<file path="src/assert_macros.svh">
// assertion macros shared by the slip crc16 frame decoder
// no dependencies; expects a clock clk and an active low reset rst_n in scope
`ifndef ASSERT_MACROS_SVH
`define ASSERT_MACROS_SVH

// property must hold at every clock edge outside reset
`define SCFD_ASSERT(lbl, prop, msg) \
    lbl: assert property (@(posedge clk) disable iff (!rst_n) (prop)) else $error(msg);

// expression must never be true outside reset
`define SCFD_ASSERT_NEVER(lbl, expr, msg) \
    lbl: assert property (@(posedge clk) disable iff (!rst_n) !(expr)) else $error(msg);

`endif

</file>
<file path="src/scfd_pkg.sv">
// types and constants of the slip crc16 frame decoder
// no dependencies
`timescale 1ns / 1ps
`default_nettype none

package scfd_pkg;

    localparam int BYTE_W  = 8;
    localparam int WORD_W  = 16;
    localparam int CIDX_W  = 2;
    localparam int FILL_W  = 2;

    localparam logic [BYTE_W-1:0] SLIP_END     = 8'hC0;
    localparam logic [BYTE_W-1:0] SLIP_ESC     = 8'hDB;
    localparam logic [BYTE_W-1:0] SLIP_ESC_END = 8'hDC;
    localparam logic [BYTE_W-1:0] SLIP_ESC_ESC = 8'hDD;

    localparam logic [WORD_W-1:0] MIN_END_INDEX = 16'd4;

    localparam logic [WORD_W-1:0] RST_MAX_FRAME   = 16'd256;
    localparam logic [WORD_W-1:0] RST_MAX_PAYLOAD = 16'd254;
    localparam logic [WORD_W-1:0] RST_CRC_POLY    = 16'h1021;
    localparam logic [WORD_W-1:0] RST_CRC_INIT    = 16'hFFFF;

    localparam logic KIND_DATA   = 1'b0;
    localparam logic KIND_STATUS = 1'b1;

    typedef enum logic [CIDX_W-1:0] {
        REG_MAX_FRAME   = 2'd0,
        REG_MAX_PAYLOAD = 2'd1,
        REG_CRC_POLY    = 2'd2,
        REG_CRC_INIT    = 2'd3
    } reg_idx_t;

    typedef enum logic [2:0] {
        ST_OK       = 3'd0,
        ST_BAD_ESC  = 3'd1,
        ST_CRC      = 3'd2,
        ST_NO_START = 3'd3,
        ST_OVERFLOW = 3'd4,
        ST_TOO_LONG = 3'd5
    } status_t;

endpackage

`default_nettype wire

</file>
<file path="src/slip_crc16_frame_decoder.sv">
// slip deframer with trailing big-endian crc16 check, top level
// depends on scfd_pkg, scfd_crc_byte and assert_macros.svh
//
//  channel  direction  handshake            payload
//  in       sink       in_valid/in_ready    in_byte
//  out      source     out_valid/out_ready  kind, data_byte, status, payload_len, frame_last
//  cfg      sink       cfg_we               cfg_index, cfg_data
//
// one byte per cycle while no result is held: a byte is registered on transfer, decoded
// against the frame state from the input register and its result, if any, lands in the
// output register
// reset clears the frame state except the hold bytes and loads the register defaults
// a held result stalls the byte in the input register, so in_ready drops until it moves
`timescale 1ns / 1ps
`default_nettype none

module slip_crc16_frame_decoder
    import scfd_pkg::*;
(
    input  wire logic                clk,
    input  wire logic                rst_n,

    input  wire logic                in_valid,
    output logic                     in_ready,
    input  wire logic [BYTE_W-1:0]   in_byte,

    output logic                     out_valid,
    input  wire logic                out_ready,
    output logic                     kind,
    output logic      [BYTE_W-1:0]   data_byte,
    output logic      [2:0]          status,
    output logic      [WORD_W-1:0]   payload_len,
    output logic                     frame_last,

    input  wire logic                cfg_we,
    input  wire logic [CIDX_W-1:0]   cfg_index,
    input  wire logic [WORD_W-1:0]   cfg_data
);

`include "assert_macros.svh"

    // configuration
    logic [WORD_W-1:0] max_frame_reg;
    logic [WORD_W-1:0] max_payload_reg;
    logic [WORD_W-1:0] crc_poly_reg;
    logic [WORD_W-1:0] crc_init_reg;

    // input stage
    logic              in_valid_reg;
    logic [BYTE_W-1:0] in_byte_reg;

    // frame state
    logic [WORD_W-1:0] raw_count_reg,  raw_count_next;
    logic              started_reg,    started_next;
    logic              in_escape_reg,  in_escape_next;
    status_t           frame_error_reg, frame_error_next;
    logic              discarding_reg, discarding_next;
    logic [BYTE_W-1:0] hold0_reg,      hold0_next;
    logic [BYTE_W-1:0] hold1_reg,      hold1_next;
    logic [FILL_W-1:0] hold_fill_reg,  hold_fill_next;
    logic [WORD_W-1:0] crc_reg,        crc_next;
    logic [WORD_W-1:0] dec_count_reg,  dec_count_next;

    // output stage
    logic              out_valid_reg;
    logic              kind_reg,       kind_next;
    logic [BYTE_W-1:0] data_byte_reg,  data_byte_next;
    status_t           status_reg,     status_next;
    logic [WORD_W-1:0] payload_len_reg, payload_len_next;
    logic              res_valid;

    logic              out_free;
    logic              fire;
    logic [WORD_W-1:0] crc_upd;

    assign out_free = !out_valid_reg || out_ready;
    assign fire     = in_valid_reg && out_free;
    assign in_ready = !in_valid_reg || fire;

    scfd_crc_byte u_crc
    (
        .crc_in  (crc_reg),
        .data    (hold0_reg),
        .poly    (crc_poly_reg),
        .crc_out (crc_upd)
    );

    always_comb
    begin
        logic              bnd;
        logic              have_d;
        logic [BYTE_W-1:0] d;
        logic              emit;
        status_t           st;
        logic [WORD_W:0]   total;

        bnd    = (in_byte_reg == SLIP_END);
        have_d = 1'b0;
        d      = in_byte_reg;
        emit   = 1'b0;
        st     = ST_OK;
        total  = {1'b0, dec_count_reg} + {{(WORD_W-FILL_W+1){1'b0}}, hold_fill_reg}
                 + {{WORD_W{1'b0}}, 1'b1};

        raw_count_next   = raw_count_reg;
        started_next     = started_reg;
        in_escape_next   = in_escape_reg;
        frame_error_next = frame_error_reg;
        discarding_next  = discarding_reg;
        hold0_next       = hold0_reg;
        hold1_next       = hold1_reg;
        hold_fill_next   = hold_fill_reg;
        crc_next         = crc_reg;
        dec_count_next   = dec_count_reg;

        res_valid        = 1'b0;
        kind_next        = KIND_DATA;
        data_byte_next   = '0;
        status_next      = ST_OK;
        payload_len_next = '0;

        if (discarding_reg)
        begin
            if (bnd)
            begin
                emit = 1'b1;
                st   = ST_OVERFLOW;
            end
        end
        else if (raw_count_reg >= max_frame_reg)
        begin
            if (bnd)
            begin
                emit = 1'b1;
                st   = ST_OVERFLOW;
            end
            else
            begin
                discarding_next  = 1'b1;
                frame_error_next = ST_OVERFLOW;
            end
        end
        else if (bnd)
        begin
            if (raw_count_reg <= MIN_END_INDEX)
            begin
                raw_count_next   = 16'd1;
                started_next     = 1'b1;
                in_escape_next   = 1'b0;
                frame_error_next = ST_OK;
                discarding_next  = 1'b0;
                hold_fill_next   = '0;
                crc_next         = crc_init_reg;
                dec_count_next   = '0;
            end
            else
            begin
                emit = 1'b1;
                priority if (!started_reg)
                    st = ST_NO_START;
                else if (frame_error_reg != ST_OK)
                    st = frame_error_reg;
                else if (in_escape_reg)
                    st = ST_BAD_ESC;
                else if (hold_fill_reg < 2'd2)
                    st = ST_CRC;
                else if (crc_reg != {hold0_reg, hold1_reg})
                    st = ST_CRC;
                else
                    st = ST_OK;
            end
        end
        else
        begin
            raw_count_next = raw_count_reg + 16'd1;
            if (started_reg && frame_error_reg == ST_OK)
            begin
                if (in_escape_reg)
                begin
                    in_escape_next = 1'b0;
                    priority if (in_byte_reg == SLIP_ESC_END)
                    begin
                        d      = SLIP_END;
                        have_d = 1'b1;
                    end
                    else if (in_byte_reg == SLIP_ESC_ESC)
                    begin
                        d      = SLIP_ESC;
                        have_d = 1'b1;
                    end
                    else
                    begin
                        frame_error_next = ST_BAD_ESC;
                    end
                end
                else if (in_byte_reg == SLIP_ESC)
                begin
                    in_escape_next = 1'b1;
                end
                else
                begin
                    have_d = 1'b1;
                end

                if (have_d)
                begin
                    if (total > {1'b0, max_payload_reg})
                    begin
                        frame_error_next = ST_TOO_LONG;
                    end
                    else if (hold_fill_reg == 2'd0)
                    begin
                        hold0_next     = d;
                        hold_fill_next = 2'd1;
                    end
                    else if (hold_fill_reg == 2'd1)
                    begin
                        hold1_next     = d;
                        hold_fill_next = 2'd2;
                    end
                    else
                    begin
                        res_valid      = 1'b1;
                        data_byte_next = hold0_reg;
                        crc_next       = crc_upd;
                        hold0_next     = hold1_reg;
                        hold1_next     = d;
                        dec_count_next = dec_count_reg + 16'd1;
                    end
                end
            end
        end

        if (emit)
        begin
            res_valid        = 1'b1;
            kind_next        = KIND_STATUS;
            status_next      = st;
            payload_len_next = dec_count_reg;
            raw_count_next   = '0;
            started_next     = 1'b0;
            in_escape_next   = 1'b0;
            frame_error_next = ST_OK;
            discarding_next  = 1'b0;
            hold_fill_next   = '0;
            crc_next         = crc_init_reg;
            dec_count_next   = '0;
        end
    end

    always_ff @(posedge clk or negedge rst_n)
    begin
        if (!rst_n)
        begin
            max_frame_reg   <= RST_MAX_FRAME;
            max_payload_reg <= RST_MAX_PAYLOAD;
            crc_poly_reg    <= RST_CRC_POLY;
            crc_init_reg    <= RST_CRC_INIT;
        end
        else if (cfg_we)
        begin
            unique case (reg_idx_t'(cfg_index))
                REG_MAX_FRAME:   max_frame_reg   <= cfg_data;
                REG_MAX_PAYLOAD: max_payload_reg <= cfg_data;
                REG_CRC_POLY:    crc_poly_reg    <= cfg_data;
                REG_CRC_INIT:    crc_init_reg    <= cfg_data;
                default:         ;
            endcase
        end
    end

    always_ff @(posedge clk or negedge rst_n)
    begin
        if (!rst_n)
        begin
            in_valid_reg <= 1'b0;
        end
        else if (in_ready)
        begin
            in_valid_reg <= in_valid;
        end
    end

    always_ff @(posedge clk)
    begin
        if (in_ready && in_valid)
        begin
            in_byte_reg <= in_byte;
        end
    end

    always_ff @(posedge clk or negedge rst_n)
    begin
        if (!rst_n)
        begin
            raw_count_reg   <= '0;
            started_reg     <= 1'b0;
            in_escape_reg   <= 1'b0;
            frame_error_reg <= ST_OK;
            discarding_reg  <= 1'b0;
            hold_fill_reg   <= '0;
            crc_reg         <= RST_CRC_INIT;
            dec_count_reg   <= '0;
            out_valid_reg   <= 1'b0;
        end
        else
        begin
            if (fire)
            begin
                raw_count_reg   <= raw_count_next;
                started_reg     <= started_next;
                in_escape_reg   <= in_escape_next;
                frame_error_reg <= frame_error_next;
                discarding_reg  <= discarding_next;
                hold_fill_reg   <= hold_fill_next;
                crc_reg         <= crc_next;
                dec_count_reg   <= dec_count_next;
            end
            if (fire && res_valid)
            begin
                out_valid_reg <= 1'b1;
            end
            else if (out_ready)
            begin
                out_valid_reg <= 1'b0;
            end
        end
    end

    always_ff @(posedge clk)
    begin
        if (fire)
        begin
            hold0_reg <= hold0_next;
            hold1_reg <= hold1_next;
        end
        if (fire && res_valid)
        begin
            kind_reg        <= kind_next;
            data_byte_reg   <= data_byte_next;
            status_reg      <= status_next;
            payload_len_reg <= payload_len_next;
        end
    end

    assign out_valid   = out_valid_reg;
    assign kind        = kind_reg;
    assign data_byte   = data_byte_reg;
    assign status      = status_reg;
    assign payload_len = payload_len_reg;
    assign frame_last  = kind_reg;

    `SCFD_ASSERT(a_discard_err, discarding_reg |-> (frame_error_reg == ST_OVERFLOW), "discard without overflow error")
    `SCFD_ASSERT_NEVER(a_fill_range, hold_fill_reg > 2'd2, "hold fill out of range")
    `SCFD_ASSERT(a_emit_full, (dec_count_reg != '0) |-> (hold_fill_reg == 2'd2), "data emitted with pipe not full")
    `SCFD_ASSERT(a_stall_hold, (in_valid_reg && !out_free) |=> in_valid_reg, "stalled byte lost")

endmodule

`default_nettype wire

</file>
<file path="src/scfd_crc_byte.sv">
// one byte of msb-first crc16 update with a programmable polynomial
// depends on scfd_pkg
`timescale 1ns / 1ps
`default_nettype none

module scfd_crc_byte
    import scfd_pkg::*;
(
    input  wire logic [WORD_W-1:0] crc_in,
    input  wire logic [BYTE_W-1:0] data,
    input  wire logic [WORD_W-1:0] poly,
    output logic      [WORD_W-1:0] crc_out
);

    always_comb
    begin
        logic [WORD_W-1:0] c;
        c = crc_in ^ {data, {(WORD_W-BYTE_W){1'b0}}};
        for (int i = 0; i < BYTE_W; i++)
        begin
            if (c[WORD_W-1])
            begin
                c = {c[WORD_W-2:0], 1'b0} ^ poly;
            end
            else
            begin
                c = {c[WORD_W-2:0], 1'b0};
            end
        end
        crc_out = c;
    end

endmodule

`default_nettype wire

</file>
<file path="config.mk">
export PLATFORM = sky130hd
export DESIGN_NAME = slip_crc16_frame_decoder
export DESIGN_NICKNAME = d
export VERILOG_FILES = /design/src/scfd_pkg.sv /design/src/slip_crc16_frame_decoder.sv /design/src/scfd_crc_byte.sv
export VERILOG_INCLUDE_DIRS = /design/src /design/src/src
export SDC_FILE = /design/constraint.sdc
export NUM_CORES = 1
export LEC_CHECK = 0
export ABC_AREA = 1
export BUFFER_PORTS_ARGS = -buffer_cell sky130_fd_sc_hd__clkbuf_2
export CAP_MARGIN = 20
export CORE_UTILIZATION = 25
export CTS_CLUSTER_DIAMETER = 30
export DETAILED_ROUTE_END_ITERATION = 16
export GPL_ROUTABILITY_DRIVEN = 0
export PLACE_DENSITY = 0.48
export SLEW_MARGIN = 20
export SYNTH_ARGS = -nofsm -noshare
export SYNTH_HDL_FRONTEND = slang
export SYNTH_SLANG_ARGS = --single-unit
</file>
<file path="constraint.sdc">
create_clock -name clk -period 7.71 [get_ports clk]
set_input_delay 0 -clock clk [delete_from_list [all_inputs] [get_ports clk]]
set_output_delay 0 -clock clk [all_outputs]
set_load 0.05 [all_outputs]
</file>
==> reports/metrics.csv <==
stage;metric;value;unit
routing;DRT Wirelength;32600;um
yosys;register area share after synthesis;0.411;
pwr;Comb pwr share;0.336;
yosys;top-count cell post-synth;nand2_1;
worst_setup_path;CP max stage delay;0.47;ns
worst_setup_path;Max stage delay cell, worst path;fa_1;
place;IO Port Bufs;61;
cells_and_area;area occupied by multi-input gates;5540;sq um
clock_network;CTS Buf Count;17;
pwr;P per Cell Area;238;nW/um^2
clock_network;Clock Latency Late Sink;0.44;ns
sta;fin crit period;5.16;ns
yosys;#FFs+latches synth;174;
pwr;switching pwr;1.22;mW
pwr;Clock Power Share;0.285;
sta;setup slack after layout;2.55;ns
global_route;number of global-route vias before repair;9409;
global_route;GRT Util Overall;0.144;
floorplan;Placeable Area;44500;sq um
yosys;Async S/R FF share, synth;0.701;
cells_and_area;Area Growth Syn to Fin;14.6;%
sta;Fmax achieved;194;MHz
flow_run;max_cap viols;0;
floorplan;row cnt;77;
floorplan;die width;215;um
floorplan;Chip Height;215;um
routing;drt first pass iters;5;
clock_network;Root Buffer;clkbuf_16;
sta;Worst-Margin Slew;1.02;ns
global_route;first-pass GRT wire length;52500;um
clock_network;clk sinks;174;
clock_network;H-Tree Depth;4;
sta;final setup vio count;0;
yosys;number of synthesized flops with an enable pin;52;
sta;fin crit share;0.669;
clock_network;maximum clock path buffer count;2;
yosys;syn avg cell area;7.38;sq um
worst_setup_path;Critical Path AT;5.43;ns
clock_network;clock slew at reported path FFs;0.07;ns
routing;via count;9916;
status;failing checks;negative hold slack;
routing;Residual DRC;0;
place;hpwl dp;24500;um
global_route;number of antenna violations at the first check in global routing;0;
pwr;internal power;1.88;mW
yosys;YS warnings;0;
cells_and_area;# diodes;0;
yosys;Gate Count Post-Synth;1537;
worst_setup_path;most frequent CP cell;nand2_1;
global_route;largest net degree at the start of global routing;77;
clock_network;TritonCTS clock tree;done;
sta;Worst Skew;0.0161;ns
sta;slew margin rel.;0.321;
yosys;synth top area cells;dfrtp_1 (17%), nand2_1 (15%), edfxtp_1 (14%), dfstp_2 (10%), inv_1 (6.7%);
worst_setup_path;Critical Path End Type;flop;
worst_setup_path;WP data required;7.99;ns
pwr;Leakage Power;6.21;nW
yosys;area leader, netlist;dfrtp_1;
pwr;VDD IR max;0.107;mV
status;status;finished, violations left;
routing;WL per Instance;14.9;um
yosys;syn nets;1606;
floorplan;Top Ports;62;
global_route;GRT overflow;0;
min_path;Hold WC Path Type;input port to flop;
yosys;synth unique cells;49;
worst_setup_path;Crit Path Category;flop to flop;
worst_setup_path;Worst path top cell family by delay;simple AND/OR/NAND/NOR gates;
sta;hold_ws;-0.0224;ns
cells_and_area;register area;4670;sq um
routing;DRT antenna net count;0;
worst_setup_path;startpoint types;flop;
pwr;share of power burned in registers;0.379;
yosys;ys flop type;dfrtp_1;
cells_and_area;share of layout cells above drive strength 1;0.127;
floorplan;Total Die Area;46300;sq um
worst_setup_path;CP bufs+invs;2;
yosys;top post-synthesis cells by count;nand2_1 (439), inv_1 (204), nand3_1 (135);
routing;DRT iter0 DRCs;586;
floorplan;Starting Density;0.255;
cells_and_area;fill cell count;4870;
worst_setup_path;CP max FO;17;
place;dpl ws;2.62;ns
routing;average vias per placed instance;4.53;
yosys;area of the mapped netlist;11300;sq um
cells_and_area;Net count, final;1655;
sta;Hold Fails Final Rpt;4;
pwr;Net Sw Frac;0.393;
sta;final slew viol count;0;
yosys;Yosys top cell area share;0.174;
sta;unrepaired setup endpoints after global routing;false;
sta;setup total negative slack;0;ns
[path summary, 6_finish.rpt]
check	from	to	slack, ns	cells after the start
setup reg to reg	hold_fill_reg[0]	dec_count_reg[14]	2.55	26
setup / recovery	hold_fill_reg[0]	dec_count_reg[14]	2.55	26
max in group asynchronous	rst_n	crc_init_reg[1]	6.33	4
min in group asynchronous	rst_n	dec_count_reg[11]	0.12	2
hold / removal	cfg_data[11]	max_payload_reg[11]	-0.02	3
hold reg to reg	crc_reg[1]	crc_reg[1]	0.48	2
[power by group through the flow]
stage / clock (mW) / sequential, mW / combinational [mW]
floorplan: 0 / 1.12 / 0.874
global placement: 0 / 1.19 / 1.02
detailed placement: 0 / 1.19 / 1.03
CTS: 0.909 / 1.17 / 1.04
global route: 0.942 / 1.19 / 1.21
finish: 0.883 / 1.17 / 1.04
[final cells by class]
class                   count  share of cell area
flip-flops and latches    174               0.359
clock inverters            15              0.0129
well taps                 592              0.0569
multi-input cells        1081               0.426
clock buffers              17              0.0327
inverters                 218              0.0631
repair buffers             94              0.0494
[layout by cell type, fill, tap and decap left out, drive strengths merged]
cell type | Yosys | layout
clkinvlp | 0 | 1
a32o | 1 | 1
nor3b | 3 | 3
nor4 | 10 | 10
and3 | 2 | 2
xnor2 | 28 | 28
xor2 | 36 | 36
bufinv | 0 | 1
a221oi | 1 | 1
dfstp | 43 | 43
a21oi | 34 | 34
buf | 29 | 9
inv | 216 | 225
edfxtp | 52 | 52
or2 | 1 | 1
nor2 | 135 | 135
clkinv | 2 | 6
dfrtp | 79 | 79
o211ai | 4 | 4
nand3 | 144 | 144
o31ai | 2 | 2
a31oi | 6 | 6
a211oi | 7 | 7
nand3b | 3 | 3
nand2b | 1 | 1
o21ai | 103 | 103
o2111ai | 1 | 1
nor3 | 22 | 22
dlygate4sd3 | 0 | 25
nand2 | 462 | 462
clkbuf | 35 | 77
o21bai | 4 | 4
o21a | 4 | 4
nand4 | 25 | 25
a21o | 1 | 1
ha | 37 | 37
fa | 1 | 1
o22ai | 3 | 3
[repair_timing]
item,4_1_cts,5_1_grt
setup buffers,0,0
hold buffers,25,0
hold endpoints to repair,79,0
resized for setup,0,0
[worst reg2reg max path: cells and delay by family, from the launching register on]
kind                       cells  cell delay [ns]
AOI/OAI and AO/OA              1             0.21
xor gates and xnor gates       2             0.46
adders and majority gates      3             1.00
buffers and inverters          2             0.54
DFF                            1             0.41
and+or+nand+nor               18             2.38
[cell families after synthesis]
kind of cell	count (synthesis)	synth area share
fa+ha+maj	38	0.0426
simple gates	808	0.314
compound gates	171	0.0827
flops	174	0.411
buf+inv	282	0.101
xor+xnor	64	0.0494
[per-layer routing]
layer  global-route usage  vias to the layer above  wire [um]
met5                    0                        -          0
met4               0.0331                        0        492
met3               0.0168                       26        962
met2                0.240                      182      15500
met1                0.198                     4694      15700
li1                     -                     5014          -
[metrics by stage]
| stage | hold WS, ns | utilization | total power [mW] | cells | area, sq um |
|---|---|---|---|---|---|
| finish | -0.0224 | 0.292 | 3.10 | 2191 | 13000 |
| global route | 0.0313 | 0.292 | 3.34 | 2191 | 13000 |
| CTS | 0.00598 | 0.292 | 3.12 | 2190 | 13000 |
| detailed placement | 0.0746 | 0.273 | 2.22 | 2133 | 12100 |
| global placement | 0.0809 | 0.272 | 2.20 | 2131 | 12100 |
| floorplan | -0.296 | - | 1.99 | 1537 | 11300 |
(Power assumes the default switching activity.)
